### config.mk
export PLATFORM = sky130hd
export DESIGN_NAME = timestamp_text_parser
export DESIGN_NICKNAME = d
export VERILOG_FILES = /design/src/rtl/core/tsp_pkg.sv /design/src/rtl/core/timestamp_text_parser.sv
export SDC_FILE = /design/constraint.sdc
export NUM_CORES = 1
export LEC_CHECK = 0
export BUFFER_PORTS_ARGS = -buffer_cell sky130_fd_sc_hd__buf_2
export CAP_MARGIN = 40
export CORE_ASPECT_RATIO = 1.4
export CORE_MARGIN = 5
export CORE_UTILIZATION = 37
export DETAILED_ROUTE_END_ITERATION = 7
export GPL_ROUTABILITY_DRIVEN = 0
export PLACE_DENSITY = 0.54
export REMOVE_ABC_BUFFERS = 1
export SLEW_MARGIN = 15
export SYNTH_ARGS = -nofsm -noshare
export SYNTH_HDL_FRONTEND = slang
export SYNTH_SLANG_ARGS = --single-unit
### constraint.sdc
create_clock -name clk -period 21.2 [get_ports clk]
set_input_delay 5.3 -clock clk [delete_from_list [all_inputs] [get_ports clk]]
set_output_delay 5.3 -clock clk [all_outputs]
set_load 0.1 [all_outputs]
### src/rtl/core/tsp_pkg.sv
// Shared types, widths and constants of the timestamp text parser.
// Used by timestamp_text_parser and its port checker; depends on nothing.
`default_nettype none

package tsp_pkg;

  // Fraction digits kept (10^-FRAC_DIGITS s units) and fraction digits consumed
  localparam int FRAC_DIGITS       = 9;
  localparam int MAX_FRAC_CONSUMED = 31;

  // Field widths
  localparam int YEAR_W  = 14;
  localparam int FIELD_W = 7;
  localparam int NS_W    = 30;
  localparam int ZONE_W  = 20;

  // Digit counter holds the year's 4 digits or the fraction's digit limit
  localparam int DCNT_W = (MAX_FRAC_CONSUMED >= 4) ? $clog2(MAX_FRAC_CONSUMED + 1) : 3;
  localparam int KEEP_W = $clog2(FRAC_DIGITS + 1);
  localparam int KIDX_W = (FRAC_DIGITS > 1) ? $clog2(FRAC_DIGITS) : 1;

  localparam int YEAR_MAX_DIGITS  = 4;
  localparam int FIELD_MAX_DIGITS = 2;

  localparam int SECS_PER_HOUR = 3600;
  localparam int SECS_PER_MIN  = 60;

  // Characters
  localparam logic [7:0] CH_NUL   = 8'h00;
  localparam logic [7:0] CH_SPACE = 8'h20;
  localparam logic [7:0] CH_PLUS  = 8'h2b;
  localparam logic [7:0] CH_MINUS = 8'h2d;
  localparam logic [7:0] CH_DOT   = 8'h2e;
  localparam logic [7:0] CH_ZERO  = 8'h30;
  localparam logic [7:0] CH_NINE  = 8'h39;
  localparam logic [7:0] CH_COLON = 8'h3a;

  typedef enum logic [1:0] {
    ZS_NONE,
    ZS_PLUS,
    ZS_MINUS
  } zsign_t;

  // Parsed fields of one timestamp
  typedef struct packed {
    logic [YEAR_W-1:0]  year;
    logic [FIELD_W-1:0] month;
    logic [FIELD_W-1:0] day;
    logic [FIELD_W-1:0] hour;
    logic [FIELD_W-1:0] minute;
    logic [FIELD_W-1:0] second;
    logic [NS_W-1:0]    ns;
    zsign_t             zsign;
    logic [FIELD_W-1:0] zone_hour;
    logic [FIELD_W-1:0] zone_minute;
  } stamp_t;

  // Weight of fraction digit k in output units, modulo 2^NS_W (constant args only)
  function automatic logic [NS_W-1:0] frac_weight(int k);
    logic [63:0] w;
    w = 64'd1;
    for (int i = 0; i < FRAC_DIGITS - 1 - k; i++) begin
      w = w * 64'd10;
    end
    return w[NS_W-1:0];
  endfunction

  // Append one decimal digit to a two-digit field
  function automatic logic [FIELD_W-1:0] mac10(logic [FIELD_W-1:0] a, logic [3:0] d);
    return FIELD_W'(a * FIELD_W'(10) + FIELD_W'(d));
  endfunction

endpackage

`default_nettype wire

### src/rtl/core/timestamp_text_parser.sv
// Timestamp text parser: one character per cycle in unless stalled, one field record per string out.
// Depends on tsp_pkg.
//
// Accepts 'YYYY-MM-DD HH:MM:SS[.fff][ ... +HH:MM]' one byte per clock and, on the
// byte flagged in_end_of_text, emits one record: the date and time fields as written,
// the fraction truncated to nanoseconds, and the zone offset in signed seconds.
// out_valid_res is 1 when the day field is nonzero. A byte is taken every cycle as
// long as results are taken; the last byte is folded into the accumulators as the
// record enters s1, and the zone offset is computed as it moves to the output register.
// The parser returns to its start state after each last byte, so strings may follow
// back to back. There are no configuration registers.
`default_nettype none

module timestamp_text_parser
  import tsp_pkg::*;
(
  input  wire logic                     clk,
  input  wire logic                     rst_n,
  input  wire logic                     in_valid,
  output logic                          in_ready,
  input  wire logic [7:0]               in_char_byte,
  input  wire logic                     in_end_of_text,
  output logic                          out_valid,
  input  wire logic                     out_ready,
  output logic                          out_valid_res,
  output logic [YEAR_W-1:0]             out_year,
  output logic [FIELD_W-1:0]            out_month,
  output logic [FIELD_W-1:0]            out_day,
  output logic [FIELD_W-1:0]            out_hour,
  output logic [FIELD_W-1:0]            out_minute,
  output logic [FIELD_W-1:0]            out_second,
  output logic [NS_W-1:0]               out_nanoseconds,
  output logic signed [ZONE_W-1:0]      out_zone_offset_seconds
);

  typedef enum logic [3:0] {
    PH_YEAR,
    PH_MONTH,
    PH_DAY,
    PH_HOUR,
    PH_MINUTE,
    PH_SECOND,
    PH_FRAC,
    PH_SEEK,
    PH_ZHOUR,
    PH_ZSEP,
    PH_ZMIN,
    PH_DONE
  } phase_t;

  phase_t              phase_r, phase_nxt;
  logic [DCNT_W-1:0]   dcnt_r, dcnt_nxt;
  logic [KEEP_W-1:0]   kept_r, kept_nxt;
  stamp_t              acc_r, acc_nxt;

  stamp_t              s1_r;
  logic                s1_v_r;

  logic                in_fire, last_fire, out_free, s1_adv;
  logic                is_digit, do_seek;
  logic [3:0]          dig;
  logic [DCNT_W-1:0]   field_max;
  logic [7:0]          field_sep;
  phase_t              field_next;

  logic [NS_W-1:0]     frac_weight_c [FRAC_DIGITS];
  logic [ZONE_W-1:0]   off_mag;
  logic [ZONE_W-1:0]   off_val;

  // Constant weight of each kept fraction digit
  for (genvar g = 0; g < FRAC_DIGITS; g++) begin : g_weight
    assign frac_weight_c[g] = frac_weight(g);
  end

  // Handshake: a finished record waits in s1 or the output register
  assign out_free  = !out_valid || out_ready;
  assign s1_adv    = s1_v_r && out_free;
  assign in_ready  = !s1_v_r || out_free;
  assign in_fire   = in_valid && in_ready;
  assign last_fire = in_fire && in_end_of_text;

  // Separator and digit limit of the current date/time field
  always_comb begin
    field_max  = DCNT_W'(FIELD_MAX_DIGITS);
    field_sep  = CH_COLON;
    field_next = PH_SECOND;
    case (phase_r)
      PH_YEAR: begin
        field_max  = DCNT_W'(YEAR_MAX_DIGITS);
        field_sep  = CH_MINUS;
        field_next = PH_MONTH;
      end
      PH_MONTH: begin
        field_sep  = CH_MINUS;
        field_next = PH_DAY;
      end
      PH_DAY: begin
        field_sep  = CH_SPACE;
        field_next = PH_HOUR;
      end
      PH_HOUR: begin
        field_sep  = CH_COLON;
        field_next = PH_MINUTE;
      end
      default: begin
        field_sep  = CH_COLON;
        field_next = PH_SECOND;
      end
    endcase
  end

  // Fold one character into the parse state
  always_comb begin
    is_digit  = (in_char_byte >= CH_ZERO) && (in_char_byte <= CH_NINE);
    dig       = is_digit ? 4'(in_char_byte - CH_ZERO) : 4'd0;
    phase_nxt = phase_r;
    dcnt_nxt  = dcnt_r;
    kept_nxt  = kept_r;
    acc_nxt   = acc_r;
    do_seek   = 1'b0;

    case (phase_r)
      PH_YEAR, PH_MONTH, PH_DAY, PH_HOUR, PH_MINUTE: begin
        if (is_digit && (dcnt_r < field_max)) begin
          case (phase_r)
            PH_YEAR:  acc_nxt.year  = YEAR_W'(acc_r.year * YEAR_W'(10) + YEAR_W'(dig));
            PH_MONTH: acc_nxt.month = mac10(acc_r.month, dig);
            PH_DAY:   acc_nxt.day   = mac10(acc_r.day, dig);
            PH_HOUR:  acc_nxt.hour  = mac10(acc_r.hour, dig);
            default:  acc_nxt.minute = mac10(acc_r.minute, dig);
          endcase
          dcnt_nxt = DCNT_W'(dcnt_r + 1'b1);
        end else if ((dcnt_r != '0) && (in_char_byte == field_sep)) begin
          phase_nxt = field_next;
          dcnt_nxt  = '0;
        end else begin
          phase_nxt = PH_DONE;
        end
      end
      PH_SECOND: begin
        if (is_digit && (dcnt_r < DCNT_W'(FIELD_MAX_DIGITS))) begin
          acc_nxt.second = mac10(acc_r.second, dig);
          dcnt_nxt       = DCNT_W'(dcnt_r + 1'b1);
        end else if (dcnt_r != '0) begin
          if (in_char_byte == CH_DOT) begin
            phase_nxt = PH_FRAC;
            dcnt_nxt  = '0;
          end else begin
            do_seek = 1'b1;
          end
        end else begin
          phase_nxt = PH_DONE;
        end
      end
      PH_FRAC: begin
        if (is_digit && (dcnt_r < DCNT_W'(MAX_FRAC_CONSUMED))) begin
          dcnt_nxt = DCNT_W'(dcnt_r + 1'b1);
          // keep the leading digits, each already scaled to its final weight
          if (kept_r < KEEP_W'(FRAC_DIGITS)) begin
            acc_nxt.ns = NS_W'(acc_r.ns +
                               NS_W'(dig) * frac_weight_c[kept_r[KIDX_W-1:0]]);
            kept_nxt   = KEEP_W'(kept_r + 1'b1);
          end
        end else begin
          do_seek = 1'b1;
        end
      end
      PH_SEEK: begin
        do_seek = 1'b1;
      end
      PH_ZHOUR: begin
        if (is_digit) begin
          acc_nxt.zone_hour = mac10(acc_r.zone_hour, dig);
          dcnt_nxt          = DCNT_W'(dcnt_r + 1'b1);
          if (dcnt_r != '0) begin
            phase_nxt = PH_ZSEP;
          end
        end else if ((dcnt_r == '0) || (in_char_byte == CH_NUL)) begin
          phase_nxt = PH_DONE;
        end else begin
          phase_nxt = PH_ZSEP;
        end
      end
      PH_ZSEP: begin
        if (is_digit) begin
          acc_nxt.zone_minute = FIELD_W'(dig);
          phase_nxt           = PH_ZMIN;
        end else if (in_char_byte == CH_NUL) begin
          phase_nxt = PH_DONE;
        end
      end
      PH_ZMIN: begin
        if (is_digit) begin
          acc_nxt.zone_minute = mac10(acc_r.zone_minute, dig);
        end
        phase_nxt = PH_DONE;
      end
      default: begin
        phase_nxt = PH_DONE;
      end
    endcase

    // Search for the zone sign; a NUL ends parsing
    if (do_seek) begin
      phase_nxt = PH_SEEK;
      if (in_char_byte == CH_NUL) begin
        phase_nxt = PH_DONE;
      end else if ((in_char_byte == CH_PLUS) || (in_char_byte == CH_MINUS)) begin
        acc_nxt.zsign = (in_char_byte == CH_PLUS) ? ZS_PLUS : ZS_MINUS;
        phase_nxt     = PH_ZHOUR;
        dcnt_nxt      = '0;
      end
    end
  end

  // Zone offset of the finished record
  always_comb begin
    off_mag = ZONE_W'(ZONE_W'(s1_r.zone_hour) * ZONE_W'(SECS_PER_HOUR) +
                      ZONE_W'(s1_r.zone_minute) * ZONE_W'(SECS_PER_MIN));
    case (s1_r.zsign)
      ZS_PLUS:  off_val = off_mag;
      ZS_MINUS: off_val = ZONE_W'(-off_mag);
      default:  off_val = '0;
    endcase
  end

  // Parse state, finished-record stage and output register
  always_ff @(posedge clk) begin
    if (!rst_n) begin
      phase_r   <= PH_YEAR;
      dcnt_r    <= '0;
      kept_r    <= '0;
      acc_r     <= '0;
      s1_v_r    <= 1'b0;
      out_valid <= 1'b0;
    end else begin
      // advance the parser; restart it after the last byte
      if (last_fire) begin
        phase_r <= PH_YEAR;
        dcnt_r  <= '0;
        kept_r  <= '0;
        acc_r   <= '0;
      end else if (in_fire) begin
        phase_r <= phase_nxt;
        dcnt_r  <= dcnt_nxt;
        kept_r  <= kept_nxt;
        acc_r   <= acc_nxt;
      end

      // hold the finished record until the output register is free
      if (last_fire) begin
        s1_r   <= acc_nxt;
        s1_v_r <= 1'b1;
      end else if (s1_adv) begin
        s1_v_r <= 1'b0;
      end

      // present the item
      if (s1_adv) begin
        out_valid               <= 1'b1;
        out_valid_res           <= (s1_r.day != '0);
        out_year                <= s1_r.year;
        out_month               <= s1_r.month;
        out_day                 <= s1_r.day;
        out_hour                <= s1_r.hour;
        out_minute              <= s1_r.minute;
        out_second              <= s1_r.second;
        out_nanoseconds         <= s1_r.ns;
        out_zone_offset_seconds <= off_val;
      end else if (out_ready) begin
        out_valid <= 1'b0;
      end
    end
  end

endmodule

`default_nettype wire

==> flow_summary.ini <==
[setup_path]
critPathArrivalTime_ns = 12.27
r2r_cells = 19
end_kind = register
cp.required_ns = 21.65
crit_type = input port to register
crit_fanout = 17
cp-start-kind = input port

[routing]
wire_per_inst_um = 16.5
ant_nets = 0
dr.pass1.iters = 5
routed_wl_um = 50200
vias_per_cell = 5.12
vias = 15614
drcViolationCount = 0
drt_iter0_markers = 790

[worst_hold_path]
hp-class = register to register
hold_path_depth = 0

[final_layout]
syn_to_final_growth_pct = 12.3
final_nets = 2586
final_cells = 3048
fillers = 5554
layout-drive-gt1-share_pct = 11.2
utilization_pct = 41.9
diodes = 0

[global_route]
grt_pass1_wl_um = 81700
grt_start_max_net_pins = 74
antenna_found_initial = 0
grt-ovfl-total = 0
grt.total_usage_pct = 16.0
grt_pass1_vias = 15868

[sta]
setup_viol = 0
finalHoldViolations = 0
worstMarginPinSlew_ns = 0.845
tns_ns = 0
finalMaxSlewViolations = 0
fin_crit_ns = 11.82
fin_crit_sh_pct = 55.8
fin_skew_ns = 0.0360
rsz0062_at_grt = no
fmax_mhz = 84.6
slew_headroom_pct = 43.5
worst_slack_ns = 9.38

[place]
post-dp-hpwl_um = 36900
port_buffers = 112
dp_cells = 2983
pre_cts_slack_ns = 8.88

[logic_synthesis]
synth_cells = 2201
synth_mux_area_share_pct = 2.07
avgSynthCellArea_um2 = 9.57
synth-seq-cells = 303
synth_top_family_by_area = adder cells
synth_warnings = 0
synth-adder-area-share_pct = 20.7
syn-cell-area_mm2 = 0.0211
synth-simple-area-share_pct = 14.8
synth_edf_count = 193
ys_types = 86
yosysSeqAreaShare_pct = 38.0
synth_ff_type = edfxtp_1
async_flop_share_pct = 0
synth_xor_area_share_pct = 5.57
synth_compound_area_share_pct = 12.9

[clock_network]
clock_latency_ns = 0.56
cts_resized = 0
postCtsSetupBuffers = 0
cts-buffers-inserted = 34
cts.path.max_buffers = 3
postCtsHoldBufs = 0
h-tree-depth = 2
clock_sinks = 303
cts.clk_slew.worst_paths_ns = 0.06
cts-root-buf = clkbuf_16
cts_tree = built

[run_status]
status = complete, no violations

[die]
initial_core_util_pct = 37.3
fp.dieW_um = 212
core_area_mm2 = 0.0564
rows = 103
fp.dieArea_mm2 = 0.0619
die_y_um = 292
ios = 115

[power_and_ir_drop]
internal_power_mw = 1.06
finalPower_mw = 1.46
power_frac_clock_pct = 42.9
power.switching_mw = 0.392
netSwitchingFraction_pct = 26.9
pwr-share-seq_pct = 44.0
combPwrFrac_pct = 13.1
ir_worst_vdd_mv = 0.0612
p_leak_nw = 9.67
p_per_area_mw_per_mm2 = 61.6

[job]
cap_violations = 0
-- cells in the final DEF, fill, tap and decap left out, types with 8 or more instances in the layout --
cell and n:
edfxtp_1 193, a21oi_1 139, nand2b_1 27, nor2_1 187, and2_1 14, inv_1 241, nor4_1 9, a21o_1 31
a31oi_1 10, dfxtp_1 110, buf_4 16, mux2i_1 11, xor2_1 52, nand2_1 257, nor3b_1 13, o21ai_0 115
buf_2 113, o22ai_1 8, a211oi_1 24, or2_2 8, nand3_1 35, ha_1 183, clkbuf_16 36, o21a_1 14
nor3_1 38, fa_1 103, nor2b_1 21, mux2_2 29, o21bai_1 14, xnor2_1 82, and3_1 15, or3_1 10
-- metal layers --
layer | vias up | track usage [%] | part of all wire, %
met5 | - | 0 | 0
met4 | 0 | 4.97 | 2.7
met3 | 82 | 2.40 | 4.2
met2 | 303 | 29.8 | 53
met1 | 7527 | 18.8 | 40
li1 | 7702 | - | -
-- flip-flops by register name (all words and copies together) (netlist names), 5 cells and up --
name,flops
acc_r,95
dcnt_r,5
out_day,7
out_hour,7
out_minute,7
out_month,7
out_nanoseconds,30
out_second,7
out_year,14
out_zone_offset_seconds,18
s1_r,95
-- power groups by stage --
stage	Sequential [mW]	Clock, mW	Combinational [mW]
2_1_floorplan	0.677	0	0.124
3_3_place_gp	0.654	0	0.185
3_5_place_dp	0.654	0	0.189
4_1_cts	0.642	0.648	0.190
5_1_grt	0.642	0.671	0.212
6_report	0.641	0.625	0.190
-- cells in the mapped netlist, types with 9 or more instances --
cell type | n | area [µm²]
nand2_1 | 260 | 976
inv_1 | 241 | 905
edfxtp_1 | 193 | 5800
nor2_1 | 188 | 706
ha_1 | 183 | 2290
a21oi_1 | 139 | 696
o21ai_0 | 115 | 576
dfxtp_1 | 110 | 2200
fa_1 | 103 | 2060
xnor2_1 | 82 | 718
clkbuf_1 | 63 | 236
xor2_1 | 52 | 455
nor3_1 | 38 | 190
nand3_1 | 35 | 175
a21o_1 | 31 | 233
mux2_2 | 29 | 327
nand2b_1 | 27 | 169
a211oi_1 | 24 | 180
nor2b_1 | 21 | 131
and3_1 | 16 | 100
and2_1 | 15 | 93.8
o21a_1 | 14 | 105
o21bai_1 | 14 | 105
nor3b_1 | 13 | 97.6
buf_1 | 12 | 45.0
mux2i_1 | 11 | 110
a31oi_1 | 10 | 62.6
or3_1 | 10 | 62.6
nor4_1 | 9 | 56.3
-- path summary, 6_finish.rpt --
check	startpoint	end	slack [ns]
worst max-delay path	in_char_byte[2]	acc_r[38]$_SDFFE_PP0P_	9.38
worst min-delay path	s1_r[19]$_DFFE_PP_	out_nanoseconds[3]$_DFFE_PP_	0.41
worst max register to register	kept_r[0]$_SDFFE_PP0P_	acc_r[38]$_SDFFE_PP0P_	15.13
worst min register to register	s1_r[19]$_DFFE_PP_	out_nanoseconds[3]$_DFFE_PP_	0.41
-- cell type report --
type                       instances  area [µm²]  area share (%)
clock buffer                      38         918            3.88
clock inverter                    24         262            1.11
inverter                         241         905            3.82
multi-input combinational       1573       11800            50.0
sequential                       303        8000            33.8
tap                              735         920            3.89
timing repair buffer             134         816            3.45
-- per-stage QoR --
step                hold WS (ns)  area, µm²
global placement           0.404      22300
global route               0.422      23700
detailed placement         0.405      22400
floorplan                  0.400      20700
finish                     0.415      23700
CTS                        0.421      23600
-- cells by family after synthesis --
group | Yosys count
buffers and inverters | 326
AND/OR/NAND/NOR | 676
AO/OA/AOI/OAI | 435
XOR/XNOR | 134
flip-flops | 303
adder cells (fa/ha/maj) | 286
other | 1
multiplexers | 40
-- critical path, cell delays in order --
cell       delay [ns]
buf_2            0.18
o21ai_0          0.36
and2_1           0.58
nand2_1          0.55
inv_1            0.72
and3_1           0.30
fa_1             0.42
fa_1             0.54
inv_1            0.05
fa_1             0.50
inv_1            0.04
ha_1             0.35
and3_1           0.19
a2111oi_0        0.63
a211oi_1         0.32
a21oi_2          0.32
o21bai_1         0.16
a31oi_2          0.27
nor4_1           0.09
or3_1            0.36
Power figures use the tool's default switching activity.
